[config.mk]
export PLATFORM = sky130hd
export DESIGN_NAME = personal_code_validator
export DESIGN_NICKNAME = d
export VERILOG_FILES = /design/src/rtl/pcv_pkg.sv /design/src/rtl/pcv_accum.sv /design/src/rtl/pcv_judge.sv /design/src/rtl/personal_code_validator.sv
export SDC_FILE = /design/constraint.sdc
export NUM_CORES = 1
export LEC_CHECK = 0
export ABC_CLOCK_PERIOD_IN_PS = 19800
export BUFFER_PORTS_ARGS = -buffer_cell sky130_fd_sc_hd__buf_2
export CAP_MARGIN = 25
export CORE_ASPECT_RATIO = 2
export CORE_MARGIN = 2
export CORE_UTILIZATION = 35
export CTS_BUF_LIST = sky130_fd_sc_hd__clkbuf_8
export DETAILED_ROUTE_END_ITERATION = 16
export GPL_TIMING_DRIVEN = 0
export PLACE_DENSITY = 0.47
export RECOVER_POWER = 50
export SYNTH_ARGS = -nofsm -noshare
export SYNTH_HDL_FRONTEND = slang
export SYNTH_SLANG_ARGS = --single-unit
[constraint.sdc]
create_clock -name i_clk -period 19.8 [get_ports i_clk]
set_input_delay 2.97 -clock i_clk [delete_from_list [all_inputs] [get_ports i_clk]]
set_output_delay 2.97 -clock i_clk [all_outputs]
set_load 0.005 [all_outputs]
[src/rtl/pcv_pkg.sv]
package pcv_pkg;

    // string length and count saturation
    localparam logic [3:0] CODE_LEN  = 4'd13;
    localparam logic [3:0] COUNT_SAT = 4'd14;
    localparam logic [3:0] SUM_LEN   = 4'd12;

    // character positions of the captured fields
    localparam logic [3:0] POS_SEX       = 4'd0;
    localparam logic [3:0] POS_YEAR_HI   = 4'd1;
    localparam logic [3:0] POS_YEAR_LO   = 4'd2;
    localparam logic [3:0] POS_MONTH_HI  = 4'd3;
    localparam logic [3:0] POS_MONTH_LO  = 4'd4;
    localparam logic [3:0] POS_DAY_HI    = 4'd5;
    localparam logic [3:0] POS_DAY_LO    = 4'd6;
    localparam logic [3:0] POS_COUNTY_HI = 4'd7;
    localparam logic [3:0] POS_COUNTY_LO = 4'd8;
    localparam logic [3:0] POS_CHECK     = 4'd12;

    // limits of the field checks
    localparam logic [11:0] YEAR_MIN   = 12'd1800;
    localparam logic [11:0] YEAR_MAX   = 12'd2099;
    localparam logic [11:0] BASE_1800  = 12'd1800;
    localparam logic [11:0] BASE_1900  = 12'd1900;
    localparam logic [11:0] BASE_2000  = 12'd2000;
    localparam logic [6:0]  COUNTY_MAX = 7'd52;
    localparam logic [6:0]  MONTH_MAX  = 7'd12;
    localparam logic [6:0]  MONTH_FEB  = 7'd2;
    localparam logic [4:0]  DAYS_LEAP  = 5'd29;

    // result codes, first failing check wins
    typedef enum logic [3:0] {
        ERR_OK       = 4'd0,
        ERR_LENGTH   = 4'd1,
        ERR_NONDIGIT = 4'd2,
        ERR_SEX      = 4'd3,
        ERR_YEAR     = 4'd4,
        ERR_MONTH    = 4'd5,
        ERR_DAY      = 4'd6,
        ERR_COUNTY   = 4'd7,
        ERR_CHECKSUM = 4'd8
    } t_err;

    // state of one finished string, handed to the judge stage
    typedef struct packed {
        logic [3:0] count;
        logic       nondigit;
        logic [9:0] sum;
        logic [3:0] sex;
        logic [6:0] year;
        logic [6:0] month;
        logic [6:0] day;
        logic [6:0] county;
        logic [3:0] check;
    } t_snap;

    // checksum weight for each position, zero past the weighted part
    function automatic logic [3:0] digit_weight(input logic [3:0] pos);
        logic [3:0] w;
        case (pos)
            4'd0:    w = 4'd2;
            4'd1:    w = 4'd7;
            4'd2:    w = 4'd9;
            4'd3:    w = 4'd1;
            4'd4:    w = 4'd4;
            4'd5:    w = 4'd6;
            4'd6:    w = 4'd3;
            4'd7:    w = 4'd5;
            4'd8:    w = 4'd8;
            4'd9:    w = 4'd2;
            4'd10:   w = 4'd7;
            4'd11:   w = 4'd9;
            default: w = 4'd0;
        endcase
        return w;
    endfunction

    // days in a common year, zero for a month out of range
    function automatic logic [4:0] month_days(input logic [3:0] m);
        logic [4:0] d;
        case (m)
            4'd1:    d = 5'd31;
            4'd2:    d = 5'd28;
            4'd3:    d = 5'd31;
            4'd4:    d = 5'd30;
            4'd5:    d = 5'd31;
            4'd6:    d = 5'd30;
            4'd7:    d = 5'd31;
            4'd8:    d = 5'd31;
            4'd9:    d = 5'd30;
            4'd10:   d = 5'd31;
            4'd11:   d = 5'd30;
            4'd12:   d = 5'd31;
            default: d = 5'd0;
        endcase
        return d;
    endfunction

endpackage

[src/rtl/pcv_accum.sv]
module pcv_accum (
    input  logic            i_clk,
    input  logic            i_rst_n,
    input  logic            i_valid,
    output logic            o_ready,
    input  logic [7:0]      i_character,
    input  logic            i_last_char,
    input  logic            i_snap_free,
    output logic            o_snap_load,
    output pcv_pkg::t_snap  o_snap
);

    logic           r_in_valid;
    logic [7:0]     r_in_char;
    logic           r_in_last;
    pcv_pkg::t_snap r_st;
    pcv_pkg::t_snap n_st;

    logic       is_digit;
    logic [3:0] dig;
    logic [7:0] prod;
    logic [6:0] dig_x10;
    logic       s1_adv;

    // input beat leaves the register unless a last char meets a full snapshot whose result cannot move on
    assign s1_adv      = r_in_valid && (!r_in_last || i_snap_free);
    assign o_ready     = !r_in_valid || s1_adv;
    assign o_snap_load = s1_adv && r_in_last;
    assign o_snap      = n_st;

    // digit decode and per-position update
    always_comb begin
        is_digit = (r_in_char >= 8'h30) && (r_in_char <= 8'h39);
        dig      = is_digit ? r_in_char[3:0] : 4'd0;
        prod     = {4'd0, dig} * {4'd0, pcv_pkg::digit_weight(r_st.count)};
        dig_x10  = {dig, 3'b000} + {2'b00, dig, 1'b0};
        n_st     = r_st;
        if (!is_digit) begin
            n_st.nondigit = 1'b1;
        end
        if (r_st.count < pcv_pkg::CODE_LEN) begin
            if (r_st.count < pcv_pkg::SUM_LEN) begin
                n_st.sum = r_st.sum + {2'b00, prod};
            end
            case (r_st.count)
                pcv_pkg::POS_SEX:       n_st.sex    = dig;
                pcv_pkg::POS_YEAR_HI:   n_st.year   = dig_x10;
                pcv_pkg::POS_YEAR_LO:   n_st.year   = r_st.year + {3'd0, dig};
                pcv_pkg::POS_MONTH_HI:  n_st.month  = dig_x10;
                pcv_pkg::POS_MONTH_LO:  n_st.month  = r_st.month + {3'd0, dig};
                pcv_pkg::POS_DAY_HI:    n_st.day    = dig_x10;
                pcv_pkg::POS_DAY_LO:    n_st.day    = r_st.day + {3'd0, dig};
                pcv_pkg::POS_COUNTY_HI: n_st.county = dig_x10;
                pcv_pkg::POS_COUNTY_LO: n_st.county = r_st.county + {3'd0, dig};
                pcv_pkg::POS_CHECK:     n_st.check  = dig;
                default: ;
            endcase
        end
        if (r_st.count < pcv_pkg::COUNT_SAT) begin
            n_st.count = r_st.count + 4'd1;
        end
    end

    // input register and running state, cleared after each last char
    always_ff @(posedge i_clk) begin
        if (!i_rst_n) begin
            r_in_valid <= 1'b0;
            r_st       <= '0;
        end else begin
            if (o_ready) begin
                r_in_valid <= i_valid;
            end
            if (o_ready && i_valid) begin
                r_in_char <= i_character;
                r_in_last <= i_last_char;
            end
            if (s1_adv) begin
                r_st <= r_in_last ? '0 : n_st;
            end
        end
    end

endmodule

[src/rtl/pcv_judge.sv]
module pcv_judge (
    input  logic            i_clk,
    input  logic            i_rst_n,
    input  logic            i_snap_load,
    input  pcv_pkg::t_snap  i_snap,
    output logic            o_snap_free,
    output logic            o_valid,
    input  logic            i_ready,
    output logic            o_code_valid,
    output logic [3:0]      o_error_kind
);

    logic           r_snap_valid;
    pcv_pkg::t_snap r_snap;
    logic           r_res_valid;
    pcv_pkg::t_err  r_err;
    pcv_pkg::t_err  n_err;

    logic        res_free;
    logic [11:0] base;
    logic [11:0] full_year;
    logic        leap;
    logic [4:0]  dim;
    logic [16:0] sum_x93;
    logic [6:0]  quot;
    logic [9:0]  quot_x11;
    logic [9:0]  rem_wide;
    logic [3:0]  rem;
    logic [3:0]  chk;

    assign res_free     = !r_res_valid || i_ready;
    assign o_snap_free  = !r_snap_valid || res_free;
    assign o_valid      = r_res_valid;
    assign o_code_valid = (r_err == pcv_pkg::ERR_OK);
    assign o_error_kind = r_err;

    // century from the sex digit
    always_comb begin
        if (r_snap.sex == 4'd3 || r_snap.sex == 4'd4) begin
            base = pcv_pkg::BASE_1800;
        end else if (r_snap.sex >= 4'd5 && r_snap.sex <= 4'd9) begin
            base = pcv_pkg::BASE_2000;
        end else begin
            base = pcv_pkg::BASE_1900;
        end
        full_year = base + {5'd0, r_snap.year};
    end

    // leap year: the base is a multiple of 100 and the year in century stays below 100
    always_comb begin
        leap = ((r_snap.year[1:0] == 2'b00) && (r_snap.year != 7'd0))
            || ((r_snap.year == 7'd0) && (base == pcv_pkg::BASE_2000));
        dim  = pcv_pkg::month_days(r_snap.month[3:0]);
        if (r_snap.month == pcv_pkg::MONTH_FEB && leap) begin
            dim = pcv_pkg::DAYS_LEAP;
        end
    end

    // sum mod 11: reciprocal estimate is exact or one short, one correction
    always_comb begin
        sum_x93  = {7'd0, r_snap.sum} * 17'd93;
        quot     = sum_x93[16:10];
        quot_x11 = {quot, 3'b000} + {2'b00, quot, 1'b0} + {3'b000, quot};
        rem_wide = r_snap.sum - quot_x11;
        if (rem_wide >= 10'd11) begin
            rem_wide = rem_wide - 10'd11;
        end
        rem = rem_wide[3:0];
        chk = (rem == 4'd10) ? 4'd1 : rem;
    end

    // first failing check
    always_comb begin
        if (r_snap.count != pcv_pkg::CODE_LEN) begin
            n_err = pcv_pkg::ERR_LENGTH;
        end else if (r_snap.nondigit) begin
            n_err = pcv_pkg::ERR_NONDIGIT;
        end else if (r_snap.sex == 4'd0 || r_snap.sex > 4'd9) begin
            n_err = pcv_pkg::ERR_SEX;
        end else if (full_year < pcv_pkg::YEAR_MIN || full_year > pcv_pkg::YEAR_MAX) begin
            n_err = pcv_pkg::ERR_YEAR;
        end else if (r_snap.month == 7'd0 || r_snap.month > pcv_pkg::MONTH_MAX) begin
            n_err = pcv_pkg::ERR_MONTH;
        end else if (r_snap.day == 7'd0 || r_snap.day > {2'b00, dim}) begin
            n_err = pcv_pkg::ERR_DAY;
        end else if (r_snap.county == 7'd0 || r_snap.county > pcv_pkg::COUNTY_MAX) begin
            n_err = pcv_pkg::ERR_COUNTY;
        end else if (r_snap.check != chk) begin
            n_err = pcv_pkg::ERR_CHECKSUM;
        end else begin
            n_err = pcv_pkg::ERR_OK;
        end
    end

    // snapshot and result registers
    always_ff @(posedge i_clk) begin
        if (!i_rst_n) begin
            r_snap_valid <= 1'b0;
            r_res_valid  <= 1'b0;
        end else begin
            if (o_snap_free) begin
                r_snap_valid <= i_snap_load;
            end
            if (i_snap_load && o_snap_free) begin
                r_snap <= i_snap;
            end
            if (res_free) begin
                r_res_valid <= r_snap_valid;
            end
            if (r_snap_valid && res_free) begin
                r_err <= n_err;
            end
        end
    end

endmodule

[src/rtl/personal_code_validator.sv]
// channel   direction  handshake            payload
// input     in         i_valid / o_ready    i_character[7:0], i_last_char
// result    out        o_valid / i_ready    o_code_valid, o_error_kind[3:0]
//
// one character beat per cycle while o_ready is high; a string's last char reaches the
// result through the input register, snapshot register and result register
// reset clears all valids and the running state, ready for a new string
// characters keep flowing while a result waits; a last char holds in the
// input register only while both the snapshot and the result are occupied
module personal_code_validator (
    input  logic       i_clk,
    input  logic       i_rst_n,
    input  logic       i_valid,
    output logic       o_ready,
    input  logic [7:0] i_character,
    input  logic       i_last_char,
    output logic       o_valid,
    input  logic       i_ready,
    output logic       o_code_valid,
    output logic [3:0] o_error_kind
);

    logic           snap_free;
    logic           snap_load;
    pcv_pkg::t_snap snap;

    // running count, flags, sum and captured fields
    pcv_accum u_accum (
        .i_clk       (i_clk),
        .i_rst_n     (i_rst_n),
        .i_valid     (i_valid),
        .o_ready     (o_ready),
        .i_character (i_character),
        .i_last_char (i_last_char),
        .i_snap_free (snap_free),
        .o_snap_load (snap_load),
        .o_snap      (snap)
    );

    // field checks and result register
    pcv_judge u_judge (
        .i_clk        (i_clk),
        .i_rst_n      (i_rst_n),
        .i_snap_load  (snap_load),
        .i_snap       (snap),
        .o_snap_free  (snap_free),
        .o_valid      (o_valid),
        .i_ready      (i_ready),
        .o_code_valid (o_code_valid),
        .o_error_kind (o_error_kind)
    );

endmodule

==> impl_results.html, run 1 <==
<table>
<tr><th>Metric</th><th>Value</th></tr>
<tr><th colspan="2">Synth</th></tr>
<tr><td>Leading cell types by total area after synthesis</td><td>sky130_fd_sc_hd__edfxtp_1 20%, sky130_fd_sc_hd__ha_1 15%, sky130_fd_sc_hd__dfxtp_1 13%</td></tr>
<tr><td>Synth Warn #</td><td>0</td></tr>
<tr><td>Share of synthesized area occupied by flip-flops and latches</td><td>32.4%</td></tr>
<tr><td>Most common flop cell mapped by yosys</td><td>sky130_fd_sc_hd__edfxtp_1</td></tr>
<tr><td>Cell type contributing the most total cell area after synthesis</td><td>sky130_fd_sc_hd__edfxtp_1</td></tr>
<tr><td>Syn avg cell area</td><td>9.59 um2</td></tr>
<tr><td>Most common cell in the synthesized netlist</td><td>sky130_fd_sc_hd__ha_1</td></tr>
<tr><td>Portion of synthesized cell area occupied by the leading cell type</td><td>19.8%</td></tr>
<tr><td>Synthesized netlist net count</td><td>1181</td></tr>
<tr><td>Yosys cell types</td><td>71</td></tr>
<tr><td>Post-Synthesis Cells</td><td>1012</td></tr>
<tr><td>Number of flip-flops and latches in the synthesized netlist</td><td>125</td></tr>
<tr><td>FFs w/ async S/R, synth</td><td>0%</td></tr>
<tr><td>EDFF count, synth</td><td>64</td></tr>
<tr><td>Leading post-synthesis cells by instance count</td><td>113 x sky130_fd_sc_hd__ha_1, 109 x sky130_fd_sc_hd__inv_1, 80 x sky130_fd_sc_hd__nand2_1</td></tr>
<tr><td>Cell area after synthesis</td><td>0.00971 mm2</td></tr>
<tr><th colspan="2">GRT</th></tr>
<tr><td>Global-route wire length before repair</td><td>41.6 mm</td></tr>
<tr><td>GRT Overall Usage</td><td>18.9%</td></tr>
<tr><td>Initial antenna violation count</td><td>1</td></tr>
<tr><td>Vias in the first global route</td><td>7900</td></tr>
<tr><td>Maximum number of pins on one net before global-route repair</td><td>42</td></tr>
<tr><td>Global route overflow</td><td>0</td></tr>
<tr><th colspan="2">Placed design</th></tr>
<tr><td>Sum of net half-perimeters after detailed placement</td><td>20.9 mm</td></tr>
<tr><td>Count of port buffers added during placement</td><td>19</td></tr>
<tr><td>Final Wtd Congestion</td><td>0.812</td></tr>
<tr><td>Place WS</td><td>11470 ps</td></tr>
<tr><th colspan="2">Route</th></tr>
<tr><td>Vias per cell</td><td>5.21</td></tr>
<tr><td>Number of nets with antenna violations after routing</td><td>0</td></tr>
<tr><td>Count of routing violations after the opening detailed-route iteration</td><td>298</td></tr>
<tr><td>Via total after detailed routing</td><td>7394</td></tr>
<tr><td>Number of search-and-repair iterations in the first detailed-routing pass</td><td>4</td></tr>
<tr><td>Routed WL</td><td>25.9 mm</td></tr>
<tr><td>DRC Markers</td><td>0</td></tr>
<tr><td>Avg WL per Cell</td><td>18.2 um</td></tr>
<tr><th colspan="2">Die</th></tr>
<tr><td>Die Area</td><td>0.0292 mm2</td></tr>
<tr><td>Core box area</td><td>0.0274 mm2</td></tr>
<tr><td>Starting density of the core</td><td>35.4%</td></tr>
<tr><td>Horizontal die dimension</td><td>122 um</td></tr>
<tr><td>Placement row count</td><td>86</td></tr>
<tr><td>I/O pin cnt</td><td>20</td></tr>
<tr><td>Die Y</td><td>240 um</td></tr>
<tr><th colspan="2">Pwr</th></tr>
<tr><td>Net Sw Frac</td><td>42.2%</td></tr>
<tr><td>Peak supply drop</td><td>82.3 uV</td></tr>
<tr><td>Power Dens Cells</td><td>110 mW/mm2</td></tr>
<tr><td>Combinational cell fraction of total power</td><td>56.0%</td></tr>
<tr><td>Cell Int Power</td><td>681 uW</td></tr>
<tr><td>Leakage power</td><td>0.00465 uW</td></tr>
<tr><td>Sequential power share</td><td>23.6%</td></tr>
<tr><td>Switching power summed over all nets</td><td>497 uW</td></tr>
<tr><td>Relative contribution of the clock network to total power</td><td>20.5%</td></tr>
<tr><th colspan="2">Setup path</th></tr>
<tr><td>Crit path capture</td><td>u_judge.o_error_kind[3]</td></tr>
<tr><td>Critical path buffer and inverter count</td><td>4</td></tr>
<tr><td>Depth of the most critical reg-to-reg path</td><td>29</td></tr>
<tr><td>Slowest CP cell</td><td>sky130_fd_sc_hd__fa_1</td></tr>
<tr><td>Setup slack, reg-to-reg</td><td>11600 ps</td></tr>
<tr><td>Largest driver fanout on the critical path</td><td>6</td></tr>
<tr><td>Max incr delay on CP</td><td>550 ps</td></tr>
<tr><td>Critical Path Most Common Cell</td><td>sky130_fd_sc_hd__fa_1</td></tr>
<tr><td>Data arrival time of the critical path</td><td>8490 ps</td></tr>
<tr><td>Critical Path End Type</td><td>flop</td></tr>
<tr><td>Worst r2r dst</td><td>u_judge.o_error_kind[3]</td></tr>
<tr><td>Class of the most critical setup path</td><td>flop to flop</td></tr>
<tr><td>Startpoint of the worst-slack reg-to-reg timing path</td><td>u_judge.r_snap[40]</td></tr>
<tr><td>Critical Path Start</td><td>u_judge.r_snap[40]</td></tr>
<tr><td>Critical path required time</td><td>20080 ps</td></tr>
<tr><td>Cell family contributing the most delay on the critical path</td><td>adder cells</td></tr>
<tr><td>Crit start category</td><td>flop</td></tr>
<tr><td>Number of cells on the critical path</td><td>29</td></tr>
<tr><th colspan="2">Run status</th></tr>
<tr><td>Outcome</td><td>complete, no violations</td></tr>
<tr><th colspan="2">Finish</th></tr>
<tr><td>Share of layout cells above drive strength 1</td><td>5.35%</td></tr>
<tr><td>Final Net Count</td><td>1222</td></tr>
<tr><td>Layout area overhead</td><td>10.0%</td></tr>
<tr><td>Utilization after layout</td><td>38.9%</td></tr>
<tr><th colspan="2">Clocking</th></tr>
<tr><td>Count of instances resized after the clock tree is built</td><td>0</td></tr>
<tr><td># clock sinks</td><td>125</td></tr>
<tr><td>Clock Path Buffers</td><td>2</td></tr>
<tr><td>Latest clock arrival within the worst-skew pair</td><td>460 ps</td></tr>
<tr><td>Root cell of the clock tree</td><td>sky130_fd_sc_hd__clkbuf_8</td></tr>
<tr><td>Clock buffer count from CTS</td><td>17</td></tr>
<tr><td>TritonCTS clock tree</td><td>done</td></tr>
<tr><td>H-tree levels</td><td>4</td></tr>
<tr><td>Setup repair bufs after CTS</td><td>0</td></tr>
<tr><td>Number of hold buffers added after cts</td><td>0</td></tr>
<tr><td>Clock slew seen by the registers of the worst setup and hold paths</td><td>70 ps</td></tr>
<tr><th colspan="2">Timing</th></tr>
<tr><td>Highest clock rate</td><td>0.122 GHz</td></tr>
<tr><td>Fin crit period</td><td>8200 ps</td></tr>
<tr><td>Max-slew headroom</td><td>31.0%</td></tr>
<tr><td>Total negative slack</td><td>0 ps</td></tr>
<tr><td>Setup ws final</td><td>11600 ps</td></tr>
<tr><td>Final hold viol count</td><td>0</td></tr>
<tr><td>Final setup skew</td><td>10.5 ps</td></tr>
<tr><td>Least-Margin Pin Slew</td><td>1030 ps</td></tr>
<tr><td>Count of final max-slew check failures</td><td>0</td></tr>
<tr><td>Final-report setup violation count</td><td>0</td></tr>
<tr><td>Final period utilization</td><td>41.4%</td></tr>
<tr><td>Unrepaired setup endpoints after global routing</td><td>no</td></tr>
<tr><th colspan="2">Min path</th></tr>
<tr><td>Hold crit path type</td><td>flop to flop</td></tr>
<tr><th colspan="2">Job</th></tr>
<tr><td>Number of max-capacitance violations reported</td><td>0</td></tr>
</table>
-- cell type report --
type | instances | area [um2]
Fill cell | 2815 | 16800
Multi-Input combinational cell | 747 | 6030
Sequential cell | 125 | 3140
Tap cell | 352 | 440
Inverter | 109 | 409
Clock buffer | 19 | 262
Clock inverter | 13 | 155
Buffer | 31 | 121
Timing Repair Buffer | 22 | 113
Antenna cell | 1 | 2.50
-- flip-flops by register name (all words and copies together), names as in the netlist, named ones only --
signal and flops:
u_accum.r_in_char 8, u_judge.o_valid 1, u_judge.r_snap 51, u_judge.o_error_kind 4, u_accum.r_in_last 1, u_accum.r_in_valid 1
u_accum.r_st 51, u_judge.r_snap_valid 1
-- layer usage --
layer	wire length (um)	global-route usage [%]
met3	492	2.93
met1	8800	16.7
met2	15200	38.9
met5	0	0
met4	1330	9.89
-- how the worst min path moves through the flow --
| stage | start | end | slack, ps | cells past startpoint |
|---|---|---|---|---|
| final | u_accum.r_st[46] | u_accum.r_st[46] | 470 | 2 |
| after global routing | u_accum.r_st[46] | u_accum.r_st[46] | 520 | 2 |
| after CTS | u_accum.r_st[46] | u_accum.r_st[46] | 470 | 2 |
| after detailed placement | u_accum.r_st[46] | u_accum.r_st[46] | 450 | 2 |
| after global placement | u_accum.r_st[46] | u_accum.r_st[46] | 440 | 2 |
| after floorplan | u_accum.r_st[46] | u_accum.r_st[46] | 430 | 2 |
-- layout by cell type, fill, tap and decap left out, drive strengths merged, types with 14 or more instances in the layout --
| cell type | netlist | routed |
|---|---|---|
| a21boi | 14 | 14 |
| a21o | 21 | 21 |
| a21oi | 50 | 50 |
| a22oi | 42 | 42 |
| and3 | 14 | 14 |
| buf | 6 | 18 |
| clkbuf | 25 | 54 |
| dfxtp | 61 | 61 |
| edfxtp | 64 | 64 |
| fa | 43 | 43 |
| ha | 113 | 113 |
| inv | 109 | 113 |
| nand2 | 80 | 80 |
| nor2 | 58 | 58 |
| nor2b | 53 | 53 |
| o21ai | 41 | 41 |
| xnor2 | 31 | 31 |
| xor2 | 17 | 17 |
-- kinds of logic after synthesis --
kind of cell    after synthesis  synth area share, %
xor+xnor                     48                 4.49
mux                          13                 1.44
compound gates              237                 16.9
flops                       125                 32.4
buf+inv                     140                 5.47
fa+ha+maj                   157                 23.5
simple gates                292                 15.8
-- metrics by stage --
stage	power, uW	hold slack (ps)	instances	instance area [um2]
3_3_place_gp	940	442	1383	10200
3_5_place_dp	945	449	1386	10300
2_1_floorplan	808	431	1012	9710
4_1_cts	1190	468	1418	10700
6_report	1180	465	1419	10700
5_1_grt	1280	517	1419	10700
-- tightest hold or removal path: stages, from the launching register on --
cell                      delay, ps
sky130_fd_sc_hd__dfxtp_1        320
sky130_fd_sc_hd__nor2_1          40
sky130_fd_sc_hd__nor2_1          70
-- power by group through the flow --
stage	Combinational, uW	Sequential [uW]	Clock [uW]
global placement	657	283	0
floorplan	526	282	0
detailed placement	662	283	0
global route	742	278	259
CTS	668	277	248
finish	659	277	241
Power figures use the tool's default switching activity.
==> inputs of run 2 (changes only) <==
--- a/config.mk
+++ b/config.mk
@@ -5,7 +5,7 @@
 export SDC_FILE = /design/constraint.sdc
 export NUM_CORES = 1
 export LEC_CHECK = 0
-export ABC_CLOCK_PERIOD_IN_PS = 19800
+export ABC_CLOCK_PERIOD_IN_PS = 6600
 export BUFFER_PORTS_ARGS = -buffer_cell sky130_fd_sc_hd__buf_2
 export CAP_MARGIN = 25
 export CORE_ASPECT_RATIO = 2
@@ -14,7 +14,7 @@
 export CTS_BUF_LIST = sky130_fd_sc_hd__clkbuf_8
 export DETAILED_ROUTE_END_ITERATION = 16
 export GPL_TIMING_DRIVEN = 0
-export PLACE_DENSITY = 0.47
+export PLACE_DENSITY = 0.48
 export RECOVER_POWER = 50
 export SYNTH_ARGS = -nofsm -noshare
 export SYNTH_HDL_FRONTEND = slang
==> constraint.sdc (replaced) <==
create_clock -name i_clk -period 6.6 [get_ports i_clk]
set_input_delay 0.99 -clock i_clk [delete_from_list [all_inputs] [get_ports i_clk]]
set_output_delay 0.99 -clock i_clk [all_outputs]
set_load 0.005 [all_outputs]
==> impl_results.html, run 2 (same netlist as run 1, synthesis figures left out) <==
<table>
<tr><th>Metric</th><th>Value</th></tr>
<tr><th colspan="2">Setup path</th></tr>
<tr><td>Critical Path Most Common Cell</td><td>sky130_fd_sc_hd__fa_1</td></tr>
<tr><td>Critical path required time</td><td>6790 ps</td></tr>
<tr><td>Critical Path End Type</td><td>flop</td></tr>
<tr><td>Data arrival time of the critical path</td><td>7890 ps</td></tr>
<tr><td>Startpoint of the worst-slack reg-to-reg timing path</td><td>u_judge.r_snap[41]</td></tr>
<tr><td>Crit start category</td><td>flop</td></tr>
<tr><td>Cell family contributing the most delay on the critical path</td><td>adder cells</td></tr>
<tr><td>Setup slack, reg-to-reg</td><td>-1100 ps</td></tr>
<tr><td>Worst r2r dst</td><td>u_judge.o_error_kind[3]</td></tr>
<tr><td>Max incr delay on CP</td><td>610 ps</td></tr>
<tr><td>Slowest CP cell</td><td>sky130_fd_sc_hd__or4_4</td></tr>
<tr><td>Class of the most critical setup path</td><td>flop to flop</td></tr>
<tr><td>Largest driver fanout on the critical path</td><td>5</td></tr>
<tr><td>Critical path buffer and inverter count</td><td>3</td></tr>
<tr><td>Depth of the most critical reg-to-reg path</td><td>27</td></tr>
<tr><th colspan="2">GRT</th></tr>
<tr><td>GRT Overall Usage</td><td>19.3%</td></tr>
<tr><td>Maximum number of pins on one net before global-route repair</td><td>42</td></tr>
<tr><td>Initial antenna violation count</td><td>1</td></tr>
<tr><td>Global route overflow</td><td>0</td></tr>
<tr><td>Vias in the first global route</td><td>8115</td></tr>
<tr><td>Global-route wire length before repair</td><td>42.1 mm</td></tr>
<tr><th colspan="2">Finish</th></tr>
<tr><td>Share of layout cells above drive strength 1</td><td>14.5%</td></tr>
<tr><td>Final Net Count</td><td>1261</td></tr>
<tr><td>Final Instance Count excl. Fillers</td><td>1458</td></tr>
<tr><td>Biggest regs</td><td>u_accum.r_st: 51 flops, u_judge.r_snap: 51 flops, u_accum.r_in_char: 8 flops</td></tr>
<tr><td>Utilization after layout</td><td>41.5%</td></tr>
<tr><td>Most common library cell in the layout ignoring fill and taps</td><td>sky130_fd_sc_hd__inv_1</td></tr>
<tr><td>Layout area overhead</td><td>17.4%</td></tr>
<tr><td>Most frequent cells in the layout</td><td>104 x sky130_fd_sc_hd__inv_1, 101 x sky130_fd_sc_hd__ha_1, 79 x sky130_fd_sc_hd__nand2_1</td></tr>
<tr><th colspan="2">Die</th></tr>
<tr><td>Core box area</td><td>0.0274 mm2</td></tr>
<tr><td>I/O pin cnt</td><td>20</td></tr>
<tr><td>Die Area</td><td>0.0292 mm2</td></tr>
<tr><td>Starting density of the core</td><td>35.4%</td></tr>
<tr><td>Placement row count</td><td>86</td></tr>
<tr><td>Die Y</td><td>240 um</td></tr>
<tr><td>Horizontal die dimension</td><td>122 um</td></tr>
<tr><th colspan="2">Route</th></tr>
<tr><td>Total routed wire length on the met1 layer</td><td>8.90 mm</td></tr>
<tr><td>Avg WL per Cell</td><td>18.3 um</td></tr>
<tr><td>Sum of met2 wire segment lengths after detailed routing</td><td>16.1 mm</td></tr>
<tr><td>Via total after detailed routing</td><td>7588</td></tr>
<tr><td>Count of routing violations after the opening detailed-route iteration</td><td>329</td></tr>
<tr><td>DR WL met3</td><td>571 um</td></tr>
<tr><td>Vias per cell</td><td>5.20</td></tr>
<tr><td>Top Metal Used</td><td>met4</td></tr>
<tr><td>Number of nets with antenna violations after routing</td><td>0</td></tr>
<tr><td>Routed WL</td><td>26.6 mm</td></tr>
<tr><td>DRC Markers</td><td>0</td></tr>
<tr><td>Number of search-and-repair iterations in the first detailed-routing pass</td><td>5</td></tr>
<tr><th colspan="2">Clocking</th></tr>
<tr><td>Number of hold buffers added after cts</td><td>0</td></tr>
<tr><td>Clock Path Buffers</td><td>2</td></tr>
<tr><td>Latest clock arrival within the worst-skew pair</td><td>460 ps</td></tr>
<tr><td>Root cell of the clock tree</td><td>sky130_fd_sc_hd__clkbuf_8</td></tr>
<tr><td>Clock slew seen by the registers of the worst setup and hold paths</td><td>70 ps</td></tr>
<tr><td>H-tree levels</td><td>4</td></tr>
<tr><td>Clock buffer count from CTS</td><td>17</td></tr>
<tr><td># clock sinks</td><td>125</td></tr>
<tr><td>TritonCTS clock tree</td><td>done</td></tr>
<tr><th colspan="2">Timing</th></tr>
<tr><td>Final-report setup violation count</td><td>1</td></tr>
<tr><td>Unrepaired setup endpoints after global routing</td><td>yes</td></tr>
<tr><td>Fin crit period</td><td>7700 ps</td></tr>
<tr><td>Final hold slack</td><td>471 ps</td></tr>
<tr><td>Final setup skew</td><td>15.3 ps</td></tr>
<tr><td>Final hold viol count</td><td>0</td></tr>
<tr><td>Max-slew headroom</td><td>-55.1%</td></tr>
<tr><td>Total negative slack</td><td>-1100 ps</td></tr>
<tr><td>Least-Margin Pin Slew</td><td>2330 ps</td></tr>
<tr><td>Final period utilization</td><td>117%</td></tr>
<tr><td>Count of final max-slew check failures</td><td>42</td></tr>
<tr><td>Setup ws final</td><td>-1100 ps</td></tr>
<tr><td>Highest clock rate</td><td>0.130 GHz</td></tr>
<tr><th colspan="2">Placed design</th></tr>
<tr><td>Cell Count Post-Placement</td><td>1386</td></tr>
<tr><td>Count of port buffers added during placement</td><td>19</td></tr>
<tr><td>Sum of net half-perimeters after detailed placement</td><td>21.0 mm</td></tr>
<tr><td>Final Wtd Congestion</td><td>0.823</td></tr>
<tr><th colspan="2">Min path</th></tr>
<tr><td>Launch instance of the worst min-delay path</td><td>u_accum.r_st[46]</td></tr>
<tr><td>Hold Path Cell Cnt</td><td>2</td></tr>
<tr><td>Hold crit path type</td><td>flop to flop</td></tr>
<tr><td>Hold worst-path end</td><td>u_accum.r_st[46]</td></tr>
<tr><th colspan="2">Pwr</th></tr>
<tr><td>Peak supply drop</td><td>294 uV</td></tr>
<tr><td>Leakage power</td><td>0.00491 uW</td></tr>
<tr><td>Power Dens Cells</td><td>375 mW/mm2</td></tr>
<tr><th colspan="2">Job</th></tr>
<tr><td>Number of max-capacitance violations reported</td><td>1</td></tr>
<tr><th colspan="2">Run status</th></tr>
<tr><td>Violations in the final reports</td><td>max-capacitance violations, max-slew violations, negative setup slack</td></tr>
<tr><td>Outcome</td><td>complete, but fails checks</td></tr>
</table>
==> run 2: cell count changes in the layout (fill, tap and decap cells not counted), sizes merged <==
| cell | delta |
|---|---|
| buf | +40 |
| bufinv | -2 |
| inv | +1 |
==> run 2: worst max-delay path by stage <==
stage | startpoint | end | slack, ps | depth (start not counted)
6_report | u_judge.r_snap[41] | u_judge.o_error_kind[3] | -1100 | 27
5_1_grt | u_judge.r_snap[40] | u_judge.o_error_kind[3] | -1410 | 32
4_1_cts | u_judge.r_snap[41] | u_judge.o_error_kind[3] | -1030 | 32
3_5_place_dp | u_judge.r_snap[41] | u_judge.o_error_kind[3] | -1330 | 27
3_3_place_gp | u_judge.r_snap[41] | u_judge.o_error_kind[3] | -1290 | 28
2_1_floorplan | u_judge.r_snap[37] | u_judge.o_error_kind[3] | -450 | 31
==> run 2: cell type report <==
type / instances / area (um2)
inverters: 109 / 409
plain buffers: 31 / 129
well taps: 352 / 440
clock inverters: 12 / 105
diodes: 1 / 2.50
multi-input cells: 747 / 6480
flip-flops and latches: 125 / 3140
clock buffers: 20 / 275
repair buffers: 61 / 415
fillers: 2757 / 16000
==> run 2: worst reg2reg max path: cells and delay by family (launching register included) <==
family                   cells  cell delay, ps
adder cells (fa/ha/maj)      8            3210
AO/OA/AOI/OAI               12            2290
AND/OR/NAND/NOR              2             700
flip-flops                   1             470
buffers and inverters        3             410
XOR/XNOR                     2             350
==> run 2: power breakdown <==
group / internal (uW) / switching, uW / leakage, uW
Clock: 356 / 300 / 0.000215
Combinational: 1290 / 1490 / 0.00359
Sequential: 824 / 7.82 / 0.00111
Total: 2470 / 1800 / 0.00491
==> run 2: per-layer routing <==
layer,up-vias,track usage [%]
li1,3746,-
met1,3707,17.1
met2,83,40.2
met3,52,2.83
met4,0,8.85
met5,-,0
==> run 2: through the flow <==
step / total power (uW) / setup WS, ps / instance area, um2
floorplan: 2580 / -453 / 9850
global placement: 3000 / -1290 / 10400
detailed placement: 3000 / -1330 / 10400
CTS: 3810 / -1030 / 11100
global route: 4610 / -1410 / 11400
finish: 4270 / -1100 / 11400
==> run 2: what timing repair did <==
action	4_1_cts	5_1_grt
buffers inserted	23	17
gates resized for setup	19	40
endpoints found under the setup margin	1	1
gates cloned	0	0
pin swaps	26	37
==> inputs of run 3 (changes only) <==
--- a/config.mk
+++ b/config.mk
@@ -5,7 +5,7 @@
 export SDC_FILE = /design/constraint.sdc
 export NUM_CORES = 1
 export LEC_CHECK = 0
-export ABC_CLOCK_PERIOD_IN_PS = 6600
+export ABC_CLOCK_PERIOD_IN_PS = 7750
 export BUFFER_PORTS_ARGS = -buffer_cell sky130_fd_sc_hd__buf_2
 export CAP_MARGIN = 25
 export CORE_ASPECT_RATIO = 2
@@ -14,7 +14,7 @@
 export CTS_BUF_LIST = sky130_fd_sc_hd__clkbuf_8
 export DETAILED_ROUTE_END_ITERATION = 16
 export GPL_TIMING_DRIVEN = 0
-export PLACE_DENSITY = 0.48
+export PLACE_DENSITY = 0.47
 export RECOVER_POWER = 50
 export SYNTH_ARGS = -nofsm -noshare
 export SYNTH_HDL_FRONTEND = slang
==> constraint.sdc (replaced) <==
create_clock -name i_clk -period 7.75 [get_ports i_clk]
set_input_delay 1.1625 -clock i_clk [delete_from_list [all_inputs] [get_ports i_clk]]
set_output_delay 1.1625 -clock i_clk [all_outputs]
set_load 0.005 [all_outputs]
==> impl_results.html, run 3 (same netlist as run 1, synthesis figures left out) <==
<table>
<tr><th>Metric</th><th>Value</th></tr>
<tr><th colspan="2">Run status</th></tr>
<tr><td>Outcome</td><td>complete, but fails checks</td></tr>
<tr><td>Violations in the final reports</td><td>max-capacitance violations, max-slew violations</td></tr>
<tr><th colspan="2">Die</th></tr>
<tr><td>Die Area</td><td>0.0292 mm2</td></tr>
<tr><td>Core box area</td><td>0.0274 mm2</td></tr>
<tr><td>Starting density of the core</td><td>35.4%</td></tr>
<tr><td>I/O pin cnt</td><td>20</td></tr>
<tr><td>Placement row count</td><td>86</td></tr>
<tr><td>Die Y</td><td>240 um</td></tr>
<tr><td>Horizontal die dimension</td><td>122 um</td></tr>
<tr><th colspan="2">Finish</th></tr>
<tr><td>Final Instance Count excl. Fillers</td><td>1450</td></tr>
<tr><td>Biggest regs</td><td>u_accum.r_st: 51 flops, u_judge.r_snap: 51 flops, u_accum.r_in_char: 8 flops</td></tr>
<tr><td>Most common library cell in the layout ignoring fill and taps</td><td>sky130_fd_sc_hd__inv_1</td></tr>
<tr><td>Share of layout cells above drive strength 1</td><td>11.9%</td></tr>
<tr><td>Utilization after layout</td><td>41.1%</td></tr>
<tr><td>Final Net Count</td><td>1253</td></tr>
<tr><td>Layout area overhead</td><td>16.1%</td></tr>
<tr><td>Most frequent cells in the layout</td><td>111 x sky130_fd_sc_hd__inv_1, 100 x sky130_fd_sc_hd__ha_1, 80 x sky130_fd_sc_hd__nand2_1</td></tr>
<tr><td>Post-route cell area</td><td>0.0113 mm2</td></tr>
<tr><th colspan="2">Placed design</th></tr>
<tr><td>Place WS</td><td>-585 ps</td></tr>
<tr><td>Final Wtd Congestion</td><td>0.812</td></tr>
<tr><td>Instance area at placement</td><td>0.0103 mm2</td></tr>
<tr><td>Sum of net half-perimeters after detailed placement</td><td>20.9 mm</td></tr>
<tr><td>Count of port buffers added during placement</td><td>19</td></tr>
<tr><td>Cell Count Post-Placement</td><td>1386</td></tr>
<tr><th colspan="2">Timing</th></tr>
<tr><td>Highest clock rate</td><td>0.130 GHz</td></tr>
<tr><td>Unrepaired setup endpoints after global routing</td><td>yes</td></tr>
<tr><td>Final setup skew</td><td>10.3 ps</td></tr>
<tr><td>Setup ws final</td><td>79.6 ps</td></tr>
<tr><td>Final hold viol count</td><td>0</td></tr>
<tr><td>Final-report setup violation count</td><td>0</td></tr>
<tr><td>Final period utilization</td><td>99.0%</td></tr>
<tr><td>Max-slew headroom</td><td>-49.9%</td></tr>
<tr><td>Count of final max-slew check failures</td><td>42</td></tr>
<tr><td>Least-Margin Pin Slew</td><td>2250 ps</td></tr>
<tr><td>Fin crit period</td><td>7670 ps</td></tr>
<tr><th colspan="2">Setup path</th></tr>
<tr><td>Crit start category</td><td>flop</td></tr>
<tr><td>Critical path buffer and inverter count</td><td>5</td></tr>
<tr><td>Slowest CP cell</td><td>sky130_fd_sc_hd__or4_4</td></tr>
<tr><td>Largest driver fanout on the critical path</td><td>4</td></tr>
<tr><td>Critical path required time</td><td>7950 ps</td></tr>
<tr><td>Critical Path Most Common Cell</td><td>sky130_fd_sc_hd__fa_1</td></tr>
<tr><td>Class of the most critical setup path</td><td>flop to flop</td></tr>
<tr><td>Data arrival time of the critical path</td><td>7870 ps</td></tr>
<tr><td>Critical Path End Type</td><td>flop</td></tr>
<tr><td>Cell family contributing the most delay on the critical path</td><td>adder cells</td></tr>
<tr><td>Max incr delay on CP</td><td>580 ps</td></tr>
<tr><th colspan="2">Pwr</th></tr>
<tr><td>Peak supply drop</td><td>193 uV</td></tr>
<tr><td>Switching power summed over all nets</td><td>1260 uW</td></tr>
<tr><td>Cell Int Power</td><td>1860 uW</td></tr>
<tr><td>Combinational cell fraction of total power</td><td>57.6%</td></tr>
<tr><td>Sequential power share</td><td>22.7%</td></tr>
<tr><td>Power Dens Cells</td><td>277 mW/mm2</td></tr>
<tr><td>Relative contribution of the clock network to total power</td><td>19.7%</td></tr>
<tr><td>Net Sw Frac</td><td>40.2%</td></tr>
<tr><td>Leakage power</td><td>0.00487 uW</td></tr>
<tr><th colspan="2">GRT</th></tr>
<tr><td>Global route overflow</td><td>0</td></tr>
<tr><td>GRT Overall Usage</td><td>19.0%</td></tr>
<tr><td>Global-route wire length before repair</td><td>41.8 mm</td></tr>
<tr><td>Maximum number of pins on one net before global-route repair</td><td>42</td></tr>
<tr><td>Initial antenna violation count</td><td>1</td></tr>
<tr><td>Vias in the first global route</td><td>7981</td></tr>
<tr><th colspan="2">Route</th></tr>
<tr><td>Number of search-and-repair iterations in the first detailed-routing pass</td><td>4</td></tr>
<tr><td>Count of routing violations after the opening detailed-route iteration</td><td>318</td></tr>
<tr><td>Number of nets with antenna violations after routing</td><td>0</td></tr>
<tr><td>Avg WL per Cell</td><td>18.2 um</td></tr>
<tr><td>Routed WL</td><td>26.4 mm</td></tr>
<tr><td>DRC Markers</td><td>0</td></tr>
<tr><td>Via total after detailed routing</td><td>7580</td></tr>
<tr><td>Vias per cell</td><td>5.23</td></tr>
<tr><th colspan="2">Clocking</th></tr>
<tr><td>Latest clock arrival within the worst-skew pair</td><td>460 ps</td></tr>
<tr><td>H-tree levels</td><td>4</td></tr>
<tr><td>Clock slew seen by the registers of the worst setup and hold paths</td><td>70 ps</td></tr>
<tr><td>Clock buffer count from CTS</td><td>17</td></tr>
<tr><td>TritonCTS clock tree</td><td>done</td></tr>
<tr><td>Root cell of the clock tree</td><td>sky130_fd_sc_hd__clkbuf_8</td></tr>
<tr><td>Clock Path Buffers</td><td>2</td></tr>
<tr><td>Number of hold buffers added after cts</td><td>0</td></tr>
<tr><td># clock sinks</td><td>125</td></tr>
<tr><th colspan="2">Job</th></tr>
<tr><td>Number of max-capacitance violations reported</td><td>1</td></tr>
<tr><th colspan="2">Min path</th></tr>
<tr><td>Hold crit path type</td><td>flop to flop</td></tr>
</table>
## run 3: timing repair
action	in CTS	in global routing
resized for setup	21	38
setup buffers	16	16
endpoints found under the setup margin	1	1
cloned	0	0
pin swaps	10	41
## run 3: power groups by stage
stage	clock network, uW	logic, uW	registers, uW
after global placement	0	1430	724
after floorplan	0	1150	721
after detailed placement	0	1440	724
after global routing	661	1990	709
after CTS	635	1590	708
final	615	1800	708
## run 3: cell type report
| class | instances | area [um2] |
|---|---|---|
| fillers | 2761 | 16200 |
| flip-flops and latches | 125 | 3140 |
| clock buffers | 19 | 262 |
| inverters | 109 | 409 |
| plain buffers | 30 | 124 |
| well taps | 352 | 440 |
| repair buffers | 54 | 352 |
| diodes | 1 | 2.50 |
| clock inverters | 13 | 155 |
| multi-input cells | 747 | 6380 |
## run 3: final timing paths
path	to	cells after the start	start	slack [ps]
setup / recovery	u_judge.o_error_kind[3]	29	u_judge.r_snap[41]	80
setup reg to reg	u_judge.o_error_kind[3]	29	u_judge.r_snap[41]	80
hold / removal	u_accum.r_st[46]	2	u_accum.r_st[46]	460
hold reg to reg	u_accum.r_st[46]	2	u_accum.r_st[46]	460
## run 3: through the flow
| step | hold slack [ps] | setup TNS, ps | power [uW] |
|---|---|---|---|
| 6_report | 465 | 0 | 3120 |
| 5_1_grt | 517 | -238 | 3360 |
| 4_1_cts | 468 | -64.1 | 2930 |
| 3_5_place_dp | 449 | -585 | 2170 |
| 3_3_place_gp | 442 | -573 | 2160 |
| 2_1_floorplan | 431 | 0 | 1870 |
## run 3: worst reg2reg max path: cells and delay by family, from the launching register on
family          cells  cell delay (ps)
compound gates     11             2020
xor+xnor            2              350
fa+ha+maj           8             3260
buf+inv             5              500
flops               1              470
simple gates        3              830
## run 3: per-layer routing
layer	routed length [um]	global-route usage (%)
met2	15600	39.3
met1	8970	16.7
met3	480	2.93
met5	0	0
met4	1340	9.89
